==> src/rtl/cokf_pkg.sv <==
// cokf_pkg: shared types and constants for the clock offset kalman filter
// no dependencies
package cokf_pkg;

	localparam int FracBits = 40;
	localparam int WordBits = 64;
	localparam int RateBits = 41;
	localparam logic [RateBits-1:0] OffsetRateReset = 41'd10995116278;
	localparam logic [RateBits-1:0] DriftRateReset = 41'd1099511628;
	localparam logic [63:0] EpsQ64 = 64'd1844674407;

	localparam logic CfgOffsetRate = 1'b0;
	localparam logic CfgDriftRate = 1'b1;

	// input word modes
	localparam logic ModePredict = 1'b0;
	localparam logic ModeUpdate = 1'b1;

	// datapath micro operations
	typedef enum logic [3:0] {
		OP_NONE,
		OP_LOAD,
		OP_PRED_OFF,
		OP_PRED_OO,
		OP_PRED_DD,
		OP_UPD_PRE,
		OP_DIV_K1,
		OP_DIV_K2,
		OP_UPD_OFF,
		OP_UPD_DRIFT,
		OP_UPD_OM,
		OP_UPD_OO,
		OP_UPD_OD,
		OP_UPD_DO,
		OP_UPD_DD
	} op_t;

	// controller to datapath
	typedef struct packed {
		op_t  op;
		logic clr_sat;
		logic load_out;
	} cmd_t;

	// datapath to controller
	typedef struct packed {
		logic mul_done;
		logic div_done;
		logic s_ok;
	} status_t;

endpackage

==> src/rtl/cokf_ctrl.sv <==
// cokf_ctrl: sequencer that steps the datapath through predict or update
// depends on cokf_pkg
module cokf_ctrl (
	input  logic                clk,
	input  logic                arst_n,
	input  logic                in_go,
	input  logic                in_mode,
	output logic                in_ready,
	output logic                out_valid,
	input  logic                out_ready,
	output logic                gain_applied,
	output cokf_pkg::cmd_t      cmd,
	input  cokf_pkg::status_t   status
);
	import cokf_pkg::*;

	typedef enum logic [3:0] {
		S_IDLE, S_LOAD, S_P_OFF, S_P_OO, S_P_DD, S_U_PRE, S_U_CHK, S_K1, S_K2,
		S_U_OFF, S_U_DRF, S_U_OM, S_U_OO, S_U_OD, S_U_DO, S_U_DD
	} state_t;

	state_t state_q;
	logic   mode_q, ovalid_q, gain_q, pend_q, pgain_q;
	logic   load_out;

	// a finished result moves to the output register once that register is free
	assign load_out = pend_q && (!ovalid_q || out_ready);

	// input is taken once the previous result has moved to the output register
	assign in_ready = (state_q == S_IDLE) && !pend_q;

	always_comb begin
		cmd.clr_sat = (state_q == S_LOAD);
		cmd.load_out = load_out;
		unique case (state_q)
			S_LOAD: cmd.op = OP_LOAD;
			S_P_OFF: cmd.op = OP_PRED_OFF;
			S_P_OO: cmd.op = OP_PRED_OO;
			S_P_DD: cmd.op = OP_PRED_DD;
			S_U_PRE: cmd.op = OP_UPD_PRE;
			S_K1: cmd.op = OP_DIV_K1;
			S_K2: cmd.op = OP_DIV_K2;
			S_U_OFF: cmd.op = OP_UPD_OFF;
			S_U_DRF: cmd.op = OP_UPD_DRIFT;
			S_U_OM: cmd.op = OP_UPD_OM;
			S_U_OO: cmd.op = OP_UPD_OO;
			S_U_OD: cmd.op = OP_UPD_OD;
			S_U_DO: cmd.op = OP_UPD_DO;
			S_U_DD: cmd.op = OP_UPD_DD;
			default: cmd.op = OP_NONE;
		endcase
	end

	// state and registered outputs
	always_ff @(posedge clk or negedge arst_n) begin
		if (!arst_n) begin
			state_q <= S_IDLE;
			mode_q <= 1'b0;
			ovalid_q <= 1'b0;
			gain_q <= 1'b0;
			pend_q <= 1'b0;
			pgain_q <= 1'b0;
		end else begin
			if (load_out) begin
				ovalid_q <= 1'b1;
				gain_q <= pgain_q;
				pend_q <= 1'b0;
			end else if (ovalid_q && out_ready) begin
				ovalid_q <= 1'b0;
			end
			unique case (state_q)
				S_IDLE: if (in_go) begin mode_q <= in_mode; state_q <= S_LOAD; end
				S_LOAD: state_q <= (mode_q == ModeUpdate) ? S_U_PRE : S_P_OFF;
				S_P_OFF: if (status.mul_done) state_q <= S_P_OO;
				S_P_OO: if (status.mul_done) state_q <= S_P_DD;
				S_P_DD: if (status.mul_done) begin
					pgain_q <= 1'b0; pend_q <= 1'b1; state_q <= S_IDLE; end
				S_U_PRE: state_q <= S_U_CHK;
				S_U_CHK: if (status.s_ok) state_q <= S_K1;
					else begin pgain_q <= 1'b0; pend_q <= 1'b1; state_q <= S_IDLE; end
				S_K1: if (status.div_done) state_q <= S_K2;
				S_K2: if (status.div_done) state_q <= S_U_OFF;
				S_U_OFF: if (status.mul_done) state_q <= S_U_DRF;
				S_U_DRF: if (status.mul_done) state_q <= S_U_OM;
				S_U_OM: state_q <= S_U_OO;
				S_U_OO: if (status.mul_done) state_q <= S_U_OD;
				S_U_OD: if (status.mul_done) state_q <= S_U_DO;
				S_U_DO: if (status.mul_done) state_q <= S_U_DD;
				S_U_DD: if (status.mul_done) begin
					pgain_q <= 1'b1; pend_q <= 1'b1; state_q <= S_IDLE; end
				default: state_q <= S_IDLE;
			endcase
		end
	end

	assign out_valid = ovalid_q;
	assign gain_applied = gain_q;
endmodule

==> config.mk <==
export PLATFORM = sky130hd
export DESIGN_NAME = cokf_ctrl
export DESIGN_NICKNAME = d
export VERILOG_FILES = /design/src/rtl/cokf_pkg.sv /design/src/rtl/cokf_ctrl.sv
export SDC_FILE = /design/constraint.sdc
export NUM_CORES = 1
export LEC_CHECK = 0
export ABC_AREA = 1
export BUFFER_PORTS_ARGS = -buffer_cell sky130_fd_sc_hd__clkbuf_2
export CORE_MARGIN = 1
export CORE_UTILIZATION = 55
export DETAILED_ROUTE_END_ITERATION = 6
export GPL_TIMING_DRIVEN = 0
export PLACE_DENSITY = 0.86
export SETUP_SLACK_MARGIN = 0.5
export SLEW_MARGIN = 20
export SYNTH_ARGS = -nofsm -noshare
export SYNTH_HDL_FRONTEND = slang
export SYNTH_SLANG_ARGS = --single-unit
==> constraint.sdc <==
create_clock -name clk -period 2.89 [get_ports clk]
set_input_delay 0.1445 -clock clk [delete_from_list [all_inputs] [get_ports clk]]
set_output_delay 0.1445 -clock clk [all_outputs]
set_load 0.03 [all_outputs]
==> out/qor.txt <==
grt ovf: 0
share of cells above drive strength 1: 0.243
total CTS buffers: 3
Yosys top cell by area: dfrtp_1
Vias: 826
Setup WS post-layout: 1.00 ns
largest net degree at the start of global routing: 11
Antenna diodes: 0
Synth Area per Inst: 6.90 um^2
detailed-route wire length per cell: 11.3 um
Top FF cell, synth: dfrtp_1
IO Pins: 17
Final ANT Viol Nets: 0
DRC: 0
Bufs on Longest Clock Path: 2
Total Routed Length: 1740 um
die area: 1650 um^2
clock sinks: 9
1st-iter DRT viols: 25
outcome: complete, no violations
pre-CTS WS: 1.10 ns
footprint of the multi-input gates: 498 um^2
most common library cells after synthesis: nand2_1, inv_1, nor2_1, nand3_1, dfrtp_1
Synthesis Warnings: 0
Reg area: 225 um^2
Mapped Cells: 119
Pre-antenna DRT Iters: 4
count leader, synth: nand2_1
clock root cell: clkbuf_4
initial antenna violation count: 0
crit start category: flop
Placed Cells incl. Taps: 150
EDFF count, synth: 0
max cap viols: 0
CORE AREA: 1350 um^2
register bit count reported by yosys: 9
Min-Delay Path Class: in2reg
CTS tree: built
clk slew on worst S/H paths: 0.05 ns
fmax: 530 MHz
Data arrival, critical path: 1.74 ns
num rows: 13
Fin. Hold Viols: 0
power per cell area: 1160 nW/um^2
final setup TNS: 0 ns
Nets: 154
clk_lat worst skew: 0.26 ns
sequential-to-total area share from yosys stat: 0.274
maximum VDD drop: 0.635 mV
vias per cell: 5.33
post-detail-place hpwl: 1400 um
top cell type's share of synthesized area: 0.274
CP Class: reg2out
period utilisation layout: 0.653
All-Layer GR Usage: 0.249
Final setup viols: 0
final hold slack: 0.126 ns
fin. max-slew vios: 0
Synthesized Nets: 132
mapped cell area: 821 um^2
synth unique cells: 24
Pleak: 0.566 nW
min Tclk post-route: 1.89 ns
CP Capture Type: output port
Initial Util: 0.608
Die H: 40.6 um
Die Wd: 40.6 um
Setup Skew: 0.00999 ns
first-pass GRT wire length: 2630 um
Filler cells: 125
top cells by area, synth: dfrtp_1, nand2_1, ha_1, inv_1, nand3_1
Required @ worst endpoint: 2.75 ns
maximum fanout along the worst path: 8
Area Growth Syn to Fin: 16.5%
vias in the first global route: 636
Finished Layout Cells: 155
post-CTS setup buffers: 0
Slew @ Worst Pin: 0.375 ns
Final Wtd Congestion: 0.876
Port Buffer Count: 16
async set or reset register ratio after synthesis: 1.00
relative slew slack: 0.750
RSZ-0062 raised after global routing: no
htree depth: 1
critical path, cell delays in order (launching register included):
cell	delay [ns]
dfrtp_1	0.44
inv_1	0.14
ha_1	0.16
clkbuf_2	0.22
inv_1	0.08
nor3_1	0.20
clkbuf_2	0.24
what timing repair did:
action / CTS / global route
endpoints found under the setup margin: 0 / 0
hold endpoints to repair: 9 / 0
resized for setup: 0 / 0
hold buffers: 1 / 0
flip-flops by register name, indices dropped and copies added, names as in the netlist:
register	flops
gain_applied	1
mode_q	1
out_valid	1
pend_q	1
pgain_q	1
state_q	4
cell type report:
| cell class | count | share of cell area |
|---|---|---|
| sequential | 9 | 0.236 |
| multi-input combinational | 90 | 0.521 |
| inverter | 16 | 0.0628 |
| tap | 15 | 0.0196 |
| clock buffer | 4 | 0.0275 |
| timing repair buffer | 17 | 0.0942 |
| buffer | 4 | 0.0393 |
placed cells by master (no fill, tap or decap), types with 2 or more instances in the layout:
cell type	Yosys	layout
nand2_4	3	3
nand3_1	11	11
nand2_2	2	2
ha_1	5	5
nand2_1	40	40
o211ai_1	2	2
inv_1	16	16
o21ai_0	3	3
clkbuf_4	0	3
nor2_1	12	12
o221ai_1	3	3
dfrtp_1	9	9
clkbuf_2	1	17
cell families (layout without fill, tap and decap cells):
kind of cell    count (synthesis)  after routing  share of synthesized area
flops                           9              9                      0.274
mux                             1              1                     0.0137
buf+inv                        20             41                      0.119
simple gates                   74             74                      0.431
fa+ha+maj                       5              5                     0.0762
compound gates                 10             10                     0.0854
metrics by stage:
stage	power (mW)	util	area, um^2
after global routing	1.21	0.708	956
after CTS	1.11	0.708	956
final	1.11	0.708	956
after floorplan	0.839	-	821
after global placement	0.986	0.681	920
after detailed placement	1.01	0.681	920
final timing paths:
kind	cells past startpoint	startpoint	to	slack, ns
worst max-delay path	6	state_q[0]	in_ready	1.00
worst min-delay path	2	in_mode	mode_q	0.13
worst max register to register	9	state_q[0]	state_q[0]	1.09
worst min register to register	2	pgain_q	gain_applied	0.49
max in group asynchronous	2	arst_n	state_q[0]	2.42
min in group asynchronous	2	arst_n	state_q[3]	0.26
metal layers:
metal | vias to the layer above | routed length [um] | global-route usage
met5 | - | 0 | 0
met4 | 0 | 0 | 0.0417
met3 | 0 | 137 | 0.109
met2 | 37 | 823 | 0.385
met1 | 367 | 783 | 0.324
li1 | 422 | - | -
where the power goes:
group | leakage, nW | internal [mW] | switching, mW
Combinational | 0.434 | 0.273 | 0.522
Clock | 0.0150 | 0.0530 | 0.0414
Sequential | 0.117 | 0.174 | 0.0457
Total | 0.566 | 0.500 | 0.609
No activity file was read; power rests on OpenSTA's default activity.
